--- config.mk ---
export PLATFORM = sky130hd
export DESIGN_NAME = alarm_timer_table
export DESIGN_NICKNAME = d
export VERILOG_FILES = /design/src/rtl/att_pkg.sv /design/src/rtl/alarm_timer_table.sv
export VERILOG_INCLUDE_DIRS = /design/src /design/src/rtl
export SDC_FILE = /design/constraint.sdc
export NUM_CORES = 1
export LEC_CHECK = 0
export BUFFER_PORTS_ARGS = -buffer_cell sky130_fd_sc_hd__buf_4
export CAP_MARGIN = 20
export CORE_MARGIN = 2
export CORE_UTILIZATION = 51
export DETAILED_ROUTE_END_ITERATION = 10
export HOLD_SLACK_MARGIN = 0.03
export PLACE_DENSITY = 0.67
export SYNTH_ARGS = -nofsm -noshare
export SYNTH_HDL_FRONTEND = slang
export SYNTH_SLANG_ARGS = --single-unit
--- constraint.sdc ---
create_clock -name clock -period 12.2 [get_ports clock]
set_input_delay 0.61 -clock clock [delete_from_list [all_inputs] [get_ports clock]]
set_output_delay 0.61 -clock clock [all_outputs]
set_load 0.02 [all_outputs]
--- src/rtl/alarm_timer_table_macros.svh ---
// ----------------------------------------------------------------------------
// alarm_timer_table_macros.svh
// assertion helpers for the alarm timer table
// ----------------------------------------------------------------------------
`ifndef ALARM_TIMER_TABLE_MACROS_SVH
`define ALARM_TIMER_TABLE_MACROS_SVH

// same-cycle implication, disabled in reset
`define ATT_ASSERT_NOW(label, ante, cons) \
   label: assert property (@(posedge clock) disable iff (reset) (ante) |-> (cons)) \
      else $error("alarm timer table assertion failed");

// next-cycle implication, disabled in reset
`define ATT_ASSERT_NEXT(label, ante, cons) \
   label: assert property (@(posedge clock) disable iff (reset) (ante) |=> (cons)) \
      else $error("alarm timer table assertion failed");

`endif

--- src/rtl/att_pkg.sv ---
// ----------------------------------------------------------------------------
// att_pkg
// shared types and constants of the alarm timer table
// ----------------------------------------------------------------------------
package att_pkg;

   localparam int ALARM_SLOTS = 8;
   localparam int SLOT_IDX_W  = (ALARM_SLOTS > 1) ? $clog2(ALARM_SLOTS) : 1;
   localparam int ID_W        = 8;
   localparam int DELAY_W     = 23;

   localparam logic CMD_PROGRAM = 1'b0;
   localparam logic CMD_TICK    = 1'b1;

   typedef struct packed {
      logic               command;
      logic [ID_W-1:0]    msg_id;
      logic               periodic;
      logic [DELAY_W-1:0] delay;
   } req_word_type;

   typedef struct packed {
      logic [ID_W-1:0] fired_id;
      logic            last_fired;
   } rsp_word_type;

endpackage

--- src/rtl/alarm_timer_table.sv ---
// ----------------------------------------------------------------------------
// alarm_timer_table
// table of countdown alarm slots with program, cancel and tick commands
// ----------------------------------------------------------------------------
// Each command word is registered and then walked over the slot table one slot
// per cycle (during a tick, only while a held expiry can move on) through a
// single compare/decrement unit, followed by a closing state (insert into the
// first free slot, or flush of the final expiry); the next word is taken only
// once the sequencer is back in idle. A tick scan stalls while the result channel
// stalls: an expiry is held one expiry behind so that the final one carries
// last_fired, and the scan waits whenever a held expiry cannot move into the
// output register. A program command yields no result word.
`include "alarm_timer_table_macros.svh"

module alarm_timer_table
   import att_pkg::*;
(
   input  logic         clock,
   input  logic         reset,
   input  logic         req_valid,
   output logic         req_stall,
   input  req_word_type req_word,
   output logic         rsp_valid,
   input  logic         rsp_stall,
   output rsp_word_type rsp_word
);

   typedef enum logic [2:0] {
      S_IDLE,
      S_PROG_SCAN,
      S_INSERT,
      S_TICK_SCAN,
      S_FLUSH
   } state_type;

   localparam logic [SLOT_IDX_W-1:0] LAST_IDX = SLOT_IDX_W'(ALARM_SLOTS - 1);

   state_type              state_ff;
   req_word_type           req_ff;
   logic [SLOT_IDX_W-1:0]  scan_idx_ff;
   logic [SLOT_IDX_W-1:0]  free_idx_ff;
   logic                   free_found_ff;
   logic                   matched_ff;
   logic                   pend_valid_ff;
   logic [ID_W-1:0]        pend_id_ff;
   logic                   rsp_valid_ff;
   rsp_word_type           rsp_word_ff;

   logic [ALARM_SLOTS-1:0] slot_active_ff;
   logic [ID_W-1:0]        slot_id_ff     [ALARM_SLOTS];
   logic                   slot_repeats_ff[ALARM_SLOTS];
   logic [DELAY_W-1:0]     slot_period_ff [ALARM_SLOTS];
   logic [DELAY_W-1:0]     slot_count_ff  [ALARM_SLOTS];

   logic                   cur_active;
   logic [DELAY_W-1:0]     cur_count;
   logic                   cur_gt1;
   logic                   cur_fire;
   logic                   cur_match;
   logic                   delay_zero;
   logic                   out_free;
   logic                   scan_advance;
   logic                   rsp_load;
   logic                   do_insert;
   logic                   wr_cfg;
   logic                   wr_cnt;
   logic [SLOT_IDX_W-1:0]  wr_idx;
   logic [DELAY_W-1:0]     wr_cnt_val;
   logic                   prog_busy;
   logic                   flush_exit;

   // shared slot unit: one slot read, compared and decremented per cycle while the scan is not held
   always_comb begin
      cur_active   = slot_active_ff[scan_idx_ff];
      cur_count    = slot_count_ff[scan_idx_ff];
      cur_gt1      = cur_count > DELAY_W'(1);
      cur_fire     = cur_active && !cur_gt1;
      cur_match    = cur_active && (slot_id_ff[scan_idx_ff] == req_ff.msg_id);
      delay_zero   = req_ff.delay == '0;
      out_free     = !rsp_valid_ff || !rsp_stall;
      // hold the scan when a held expiry has nowhere to go
      scan_advance = !(cur_fire && pend_valid_ff && !out_free);
      rsp_load     = pend_valid_ff && out_free &&
                     (((state_ff == S_TICK_SCAN) && cur_fire) || (state_ff == S_FLUSH));
      do_insert    = (state_ff == S_INSERT) && !matched_ff && !delay_zero && free_found_ff;
      prog_busy    = (state_ff == S_PROG_SCAN) || (state_ff == S_INSERT);
      flush_exit   = (state_ff == S_FLUSH) && (!pend_valid_ff || out_free);

      wr_cfg     = 1'b0;
      wr_cnt     = 1'b0;
      wr_idx     = scan_idx_ff;
      wr_cnt_val = req_ff.delay;
      case (state_ff)
         S_PROG_SCAN: begin
            if (cur_match && !delay_zero) begin
               wr_cfg = 1'b1;
               wr_cnt = 1'b1;
            end
         end
         S_INSERT: begin
            wr_idx = free_idx_ff;
            wr_cfg = do_insert;
            wr_cnt = do_insert;
         end
         S_TICK_SCAN: begin
            if (cur_active && scan_advance) begin
               if (cur_gt1) begin
                  wr_cnt     = 1'b1;
                  wr_cnt_val = cur_count - DELAY_W'(1);
               end else if (slot_repeats_ff[scan_idx_ff]) begin
                  wr_cnt     = 1'b1;
                  wr_cnt_val = slot_period_ff[scan_idx_ff];
               end
            end
         end
         default: begin
         end
      endcase
   end

   // slot storage
   always_ff @(posedge clock) begin
      if (wr_cfg) begin
         slot_id_ff[wr_idx]      <= req_ff.msg_id;
         slot_repeats_ff[wr_idx] <= req_ff.periodic;
         slot_period_ff[wr_idx]  <= req_ff.delay;
      end
      if (wr_cnt) begin
         slot_count_ff[wr_idx] <= wr_cnt_val;
      end
   end

   // sequencer, valid bits and output register
   always_ff @(posedge clock) begin
      if (reset) begin
         state_ff       <= S_IDLE;
         slot_active_ff <= '0;
         pend_valid_ff  <= 1'b0;
         rsp_valid_ff   <= 1'b0;
         matched_ff     <= 1'b0;
         free_found_ff  <= 1'b0;
         scan_idx_ff    <= '0;
      end else begin
         if (rsp_load) begin
            rsp_valid_ff <= 1'b1;
         end else if (!rsp_stall) begin
            rsp_valid_ff <= 1'b0;
         end

         case (state_ff)
            S_IDLE: begin
               if (req_valid) begin
                  req_ff        <= req_word;
                  scan_idx_ff   <= '0;
                  matched_ff    <= 1'b0;
                  free_found_ff <= 1'b0;
                  pend_valid_ff <= 1'b0;
                  state_ff      <= (req_word.command == CMD_TICK) ? S_TICK_SCAN
                                                                  : S_PROG_SCAN;
               end
            end
            S_PROG_SCAN: begin
               if (cur_match) begin
                  matched_ff <= 1'b1;
                  if (delay_zero) begin
                     slot_active_ff[scan_idx_ff] <= 1'b0;
                  end
               end else if (!cur_active && !free_found_ff) begin
                  free_found_ff <= 1'b1;
                  free_idx_ff   <= scan_idx_ff;
               end
               if (scan_idx_ff == LAST_IDX) begin
                  state_ff <= S_INSERT;
               end else begin
                  scan_idx_ff <= scan_idx_ff + SLOT_IDX_W'(1);
               end
            end
            S_INSERT: begin
               if (do_insert) begin
                  slot_active_ff[free_idx_ff] <= 1'b1;
               end
               state_ff <= S_IDLE;
            end
            S_TICK_SCAN: begin
               if (scan_advance) begin
                  if (cur_fire) begin
                     if (pend_valid_ff) begin
                        rsp_word_ff.fired_id   <= pend_id_ff;
                        rsp_word_ff.last_fired <= 1'b0;
                     end
                     pend_valid_ff <= 1'b1;
                     pend_id_ff    <= slot_id_ff[scan_idx_ff];
                     if (!slot_repeats_ff[scan_idx_ff]) begin
                        slot_active_ff[scan_idx_ff] <= 1'b0;
                     end
                  end
                  if (scan_idx_ff == LAST_IDX) begin
                     state_ff <= S_FLUSH;
                  end else begin
                     scan_idx_ff <= scan_idx_ff + SLOT_IDX_W'(1);
                  end
               end
            end
            S_FLUSH: begin
               if (!pend_valid_ff) begin
                  state_ff <= S_IDLE;
               end else if (out_free) begin
                  rsp_word_ff.fired_id   <= pend_id_ff;
                  rsp_word_ff.last_fired <= 1'b1;
                  pend_valid_ff          <= 1'b0;
                  state_ff               <= S_IDLE;
               end
            end
            default: begin
               state_ff <= S_IDLE;
            end
         endcase
      end
   end

   assign req_stall = (state_ff != S_IDLE);
   assign rsp_valid = rsp_valid_ff;
   assign rsp_word  = rsp_word_ff;

   // a program command never holds an expiry
   `ATT_ASSERT_NOW(a_prog_no_pending, prog_busy, !pend_valid_ff)
   // words enter the output register only from a held expiry
   `ATT_ASSERT_NOW(a_load_from_pending, rsp_load, pend_valid_ff && out_free)
   // the closing cycles return to idle once nothing is held
   `ATT_ASSERT_NEXT(a_insert_done, state_ff == S_INSERT, state_ff == S_IDLE)
   `ATT_ASSERT_NEXT(a_flush_done, flush_exit, (state_ff == S_IDLE) && !pend_valid_ff)

endmodule
=== After elaboration in Yosys (flattened, before gate mapping) ===
Memory sizes are Yosys's and may differ from the RTL's. A register that Yosys moved wholly into a read port is not among the register bits.
Cells that the tools add are included.

* RAM bits: 440
* Flip-flop bits (word level): 70
* Memories kept: 4
* Bits of input ports: 37
* Logic and storage cells: 164
* Output and inout bits: 11

{| class="wikitable"
|+ Memories
! name !! words !! width !! read ports !! clocked after Yosys merged registers in !! wr ports !! line !! text
|-
| slot_count_ff || 8 || 23 || 1 || 1 || 1 || alarm_timer_table.sv:53 || <nowiki>logic [DELAY_W-1:0] slot_count_ff [ALARM_SLOTS];</nowiki>
|-
| slot_period_ff || 8 || 23 || 1 || 1 || 1 || alarm_timer_table.sv:52 || <nowiki>logic [DELAY_W-1:0] slot_period_ff [ALARM_SLOTS];</nowiki>
|-
| slot_id_ff || 8 || 8 || 1 || 1 || 1 || alarm_timer_table.sv:50 || <nowiki>logic [ID_W-1:0] slot_id_ff [ALARM_SLOTS];</nowiki>
|-
| slot_repeats_ff || 8 || 1 || 1 || 1 || 1 || alarm_timer_table.sv:51 || <nowiki>logic slot_repeats_ff[ALARM_SLOTS];</nowiki>
|}

* $lt $le $gt $ge: 5
* Bitwise gates (word level): 6
* Reductions and logical operators: 44
* Muxes and demuxes: 67
* Add/subtract/negate cells: 2
* Equality and inequality tests: 22

{| class="wikitable"
|+ Operators with widths
! kind !! count
|-
| $mux W23 || 4
|-
| $mux W3 || 18
|-
| $mux W8 || 6
|-
| $mux W9 || 5
|-
| $pmux W8 S3 || 1
|-
| $gt A23 B1 Y1 const B || 1
|-
| $logic_not A23 Y1 || 1
|-
| $sub A23 B1 Y23 const B || 1
|-
| $ne A2 B2 Y1 const B || 11
|-
| $mux W1 || 21
|-
| $pmux W9 S2 || 1
|-
| $reduce_and A4 Y1 || 4
|-
| $logic_and A1 B1 Y1 || 15
|-
| $reduce_and A7 Y1 || 2
|-
| $pmux W3 S4 || 1
|-
| $reduce_bool A3 Y1 || 4
|-
| $logic_not A1 Y1 || 9
|-
| $pmux W3 S3 || 1
|-
| $reduce_and A3 Y1 || 3
|-
| $and A8 B8 Y8 || 1
|-
| $eq A8 B8 Y1 || 1
|-
| $lt A3 B4 Y1 const B || 2
|-
| $ne A2 B1 Y1 const B || 4
|-
| $not A8 Y8 || 1
|-
| 17 further kinds || 28
|}

=== Depth between registers and ports, before layout ===
* Depth in word-level cells: 11
* Gate-level depth with buffers: 18
* Mapped depth without buffers: 10

=== Worst setup path after synthesis ===
No wires, ideal clock.

* Kind: register to register
* Start point: register (tool-made name)
* End point: memory slot_count_ff[2][0] (enable)
* Clock period less this slack: 5,525 ps
* Data required time: 11,768 ps
* Slack: 6,675 ps
* Stages on the path, launching flop included: 16
* Library setup time: 432 ps
* Buffers on the path: 7
* Data arrival time: 5,093 ps
* Cells stage by stage: dfxtp_1 > buf_6 > buf_4 > buf_2 > buf_2 > buf_2 > buf_2 > buf_2 > mux4_2 > ha_1 > inv_1 > a21oi_1 > and4b_2 > a21oi_2 > nor2_2 > nor3_1

{| class="wikitable"
|+ RTL lines
! item !! line
|-
| to (decl) || alarm_timer_table.sv:53
|}

==> summary.md <==
The average cell area after synthesis came out at 18.09 µm². The logs give 12.45 ns for the required time of the worst setup path and 0 for the total count of max-transition violations in the final report. In the final routed layout, each cell accounts on average for 25.03 µm.

For this configuration, the core starts out at a cell density of 51.35%. Excluding fillers, the count of instances in the completed layout stands at 1796. The first detailed-routing pass took 5 iterations.

The overall die width was 206.3 µm; the number of vias in the routed layout was 10885. The number of nets in the synthesized netlist is 1194. In this run the standard cell core region covers 40650 µm².

The total setup buffers inserted after CTS came out at 0. The final hold violation count is 0, and the fraction of final layout cells sized beyond drive strength 1 is 23.18%. For this design, the sink count on the clock tree is 513. The placer's final routability congestion estimate is 0.8355, and the CTS clock-pin slew for the worst setup and hold paths is 0.06 ns. Across the routed clock network, the largest skew measured is 0.01439 ns.

The category of the worst setup path capture point is a register. Once layout is done, the placed cells without fillers occupy 23550 µm². Of the synthesized area, sequential elements account for 72.80%. The most used standard cell by instance count after synthesis is sky130_fd_sc_hd__edfxtp_1. Setup violations remaining at the end of the flow were counted as 0. The logs give 10922 for the number of global-route vias before repair and 42560 µm² for the area enclosed by the die boundary. The initial antenna violation count is 0.

The number of nets in the final layout is 1263, and the DRC violation total after the first TritonRoute iteration is 1070. In this run the vertical extent of the chip is 206.3 µm. At the later pin of the worst-skew pair, clock insertion delay measures 0.58 ns. The H-tree generated during clock tree synthesis spans 2 levels. Data on the critical path arrives at its endpoint at 6.15 ns. The HPWL after detailed placement is 26710 µm. The logs give 74 for the number of cell rows and 0 for the number of synthesis warnings.

Sorting the synthesized cells by how often they occur yields sky130_fd_sc_hd__edfxtp_1 (492), sky130_fd_sc_hd__mux4_2 (98), sky130_fd_sc_hd__mux2i_1 (77). In this run the critical register-to-register path is captured at slot_count_ff[0][13]. The count of buffers added on input and output ports is 47. Once routing completed, OpenROAD measured the worst setup slack at 6.297 ns. Counting cells, the worst reg-to-reg path comes to 8. The share of synthesized flip-flops with an asynchronous set or reset works out to 0%. The element type at the critical path start was a register.

The overall overflow remaining after global route is 0, and the static power due to leakage is 7.239 nW. The run gives 6.30 ns as the register-to-register path setup slack. The logs give 1154 for the cell count after synthesis and 48 for the number of top-level pins. The worst hold slack across all endpoints was 0.1981 ns. The number of flops mapped to enable cells by yosys was 492; the number of unique standard cell types used by synthesis was 65. Setup repair after global routing left no endpoint under its margin.

After clock tree synthesis, the repair step resized 0 gates. Wires add up to 44950 µm. In this run the power density over the cells is 162.1 nW/µm². The largest voltage drop on the vdd net is 135.9 µV. Class of the most critical setup path: reg2reg. Standard cell area after detailed placement: 21880 µm². Synthesis inferred 513 register bits. Ranked by total cell area, the synthesized netlist is headed by sky130_fd_sc_hd__edfxtp_1 (71%), sky130_fd_sc_hd__mux4_2 (11%), sky130_fd_sc_hd__mux2i_1 (3.7%). The number of buffers created by CTS is 50.

The tools report the placed cell count as 1702. TritonCTS built the clock tree. The mapped netlist covers 20870 µm².

Compared with the post-synthesis result, the final layout area differs by 12.83%. The antenna diode instance count is 0. For this run, design rule violations remaining after detail routing come to 0. Hold repair after CTS inserted 0 buffers. The global-route wire length before repair was 68370 µm. The number of fill cells was 2952. In the global route stage, overall resource usage came out at 21.77%. The tools report the worst slew slack as a fraction of its limit as 32.19%. Achievable clock frequency: 169.4 MHz. For the pin with the worst max-slew slack, the measured transition is 0.9888 ns. The largest net degree at the start of global routing is 70. The setup TNS was 0 ns; the final period demand of the worst path was 5.903 ns. In this run the worst path has a maximum fanout of 50. sky130_fd_sc_hd__edfxtp_1 takes more of the synthesized area than any other cell.

The run gives 0 as the count of maximum capacitance violations. Dividing the final minimum period by the clock period gives 48.39%. The run gives 0 as the post-detailed-route count of antenna-violating nets. The path with the worst hold slack has its endpoint at req_ff[13]. The tools report the cell chosen for the clock root as sky130_fd_sc_hd__clkbuf_16. The flow ran to the end, and the final reports show no timing, DRC or antenna violations. The post-detailed-route via-to-cell ratio is 6.061.

The worst hold path begins at req_word[13]. The path class of the tightest hold or removal check is in2reg. The fraction of synthesized cell area taken by the top area cell type is 70.79%. Clock tree buffer depth: 3. At the placement stage, the worst setup path has a slack of 6.202 ns. The most used flip-flop cell after synthesis was sky130_fd_sc_hd__edfxtp_1. The worst hold path depth was 1.
per-stage QoR:
step,utilization (%),power (W)
5_1_grt,57.94,0.003940
2_1_floorplan,-,0.002224
4_1_cts,57.87,0.003845
3_5_place_dp,53.84,0.002313
6_report,57.94,0.003818
3_3_place_gp,53.83,0.002308
layout by cell type, fill, tap and decap left out, types with 12 or more instances in the layout:
cell	synthesis	layout
sky130_fd_sc_hd__xnor2_1	16	16
sky130_fd_sc_hd__mux4_2	98	98
sky130_fd_sc_hd__nand3_1	22	22
sky130_fd_sc_hd__mux2i_1	77	77
sky130_fd_sc_hd__nand2_1	56	56
sky130_fd_sc_hd__buf_4	9	72
sky130_fd_sc_hd__nor2b_1	16	16
sky130_fd_sc_hd__o21ai_0	21	21
sky130_fd_sc_hd__clkinv_2	0	12
sky130_fd_sc_hd__nor2_1	71	62
sky130_fd_sc_hd__a21oi_1	32	32
sky130_fd_sc_hd__edfxtp_1	492	492
sky130_fd_sc_hd__dfxtp_1	21	18
sky130_fd_sc_hd__nor4_1	12	12
sky130_fd_sc_hd__clkbuf_16	0	51
sky130_fd_sc_hd__inv_1	14	14
sky130_fd_sc_hd__nor3_1	22	14
cells by family after synthesis:
kind of cell               after synthesis  synth area share (%)
AOI/OAI and AO/OA                      110                 3.549
xor gates and xnor gates                27                 1.133
adders and majority gates                3                0.1799
buffers and inverters                   71                 1.804
DFF                                    513                 72.80
muxes                                  182                 14.66
and+or+nand+nor                        248                 5.869
where the power goes:
group / switching, W / internal (W)
clock: 0.000642 / 0.000901
sequential: 0.0000517 / 0.00195
combinational: 0.000149 / 0.000121
area by class of cell:
class / instances / area, µm² / area share (%)
clock buffers: 63 / 1331 / 5.653
inverters: 14 / 52.55 / 0.2232
well taps: 532 / 665.6 / 2.827
repair buffers: 74 / 573.1 / 2.433
clock inverters: 30 / 306.5 / 1.302
flip-flops and latches: 513 / 15210 / 64.57
multi-input cells: 570 / 5414 / 22.99
routing by layer:
layer / part of all wire [%] / global-route usage (%) / up-vias
li1: - / - / 4780
met1: 44 / 32.45 / 5624
met2: 46 / 33.25 / 407
met3: 7.4 / 3.800 / 74
met4: 2.1 / 6.403 / 0
met5: 0 / 0 / -
worst max-delay path, cell delays in order, from the launching register on:
cell	delay, ns
sky130_fd_sc_hd__dfxtp_4	0.93
sky130_fd_sc_hd__buf_4	0.82
sky130_fd_sc_hd__and2_0	0.45
sky130_fd_sc_hd__a22oi_1	0.29
sky130_fd_sc_hd__a211oi_4	0.49
sky130_fd_sc_hd__or4b_1	0.52
sky130_fd_sc_hd__and4b_2	0.90
sky130_fd_sc_hd__nor2_2	0.26
sky130_fd_sc_hd__a221oi_1	0.88
state kept, by name, indices dropped and copies added, names as in the netlist, named ones only:
signal / count
free_found_ff: 1
free_idx_ff: 3
matched_ff: 1
pend_id_ff: 8
pend_valid_ff: 1
req_ff: 32
rsp_valid: 1
rsp_word: 9
scan_idx_ff: 3
slot_active_ff: 8
slot_count_ff: 184
slot_id_ff: 64
slot_period_ff: 184
slot_repeats_ff: 8
state_ff: 3
worst max-delay path by stage:
stage                        start              endpoint  cells past startpoint  slack (ns)
after global placement    register   slot_count_ff[7][8]                     10        6.36
after CTS                 register  slot_count_ff[7][22]                     10        6.19
after detailed placement  register   slot_count_ff[7][9]                     10        6.20
after global routing      register  slot_count_ff[2][14]                      8        5.85
after floorplan           register   slot_count_ff[2][0]                     15        6.68
final                     register  slot_count_ff[0][13]                      8        6.30
(Power assumes the default switching activity.)
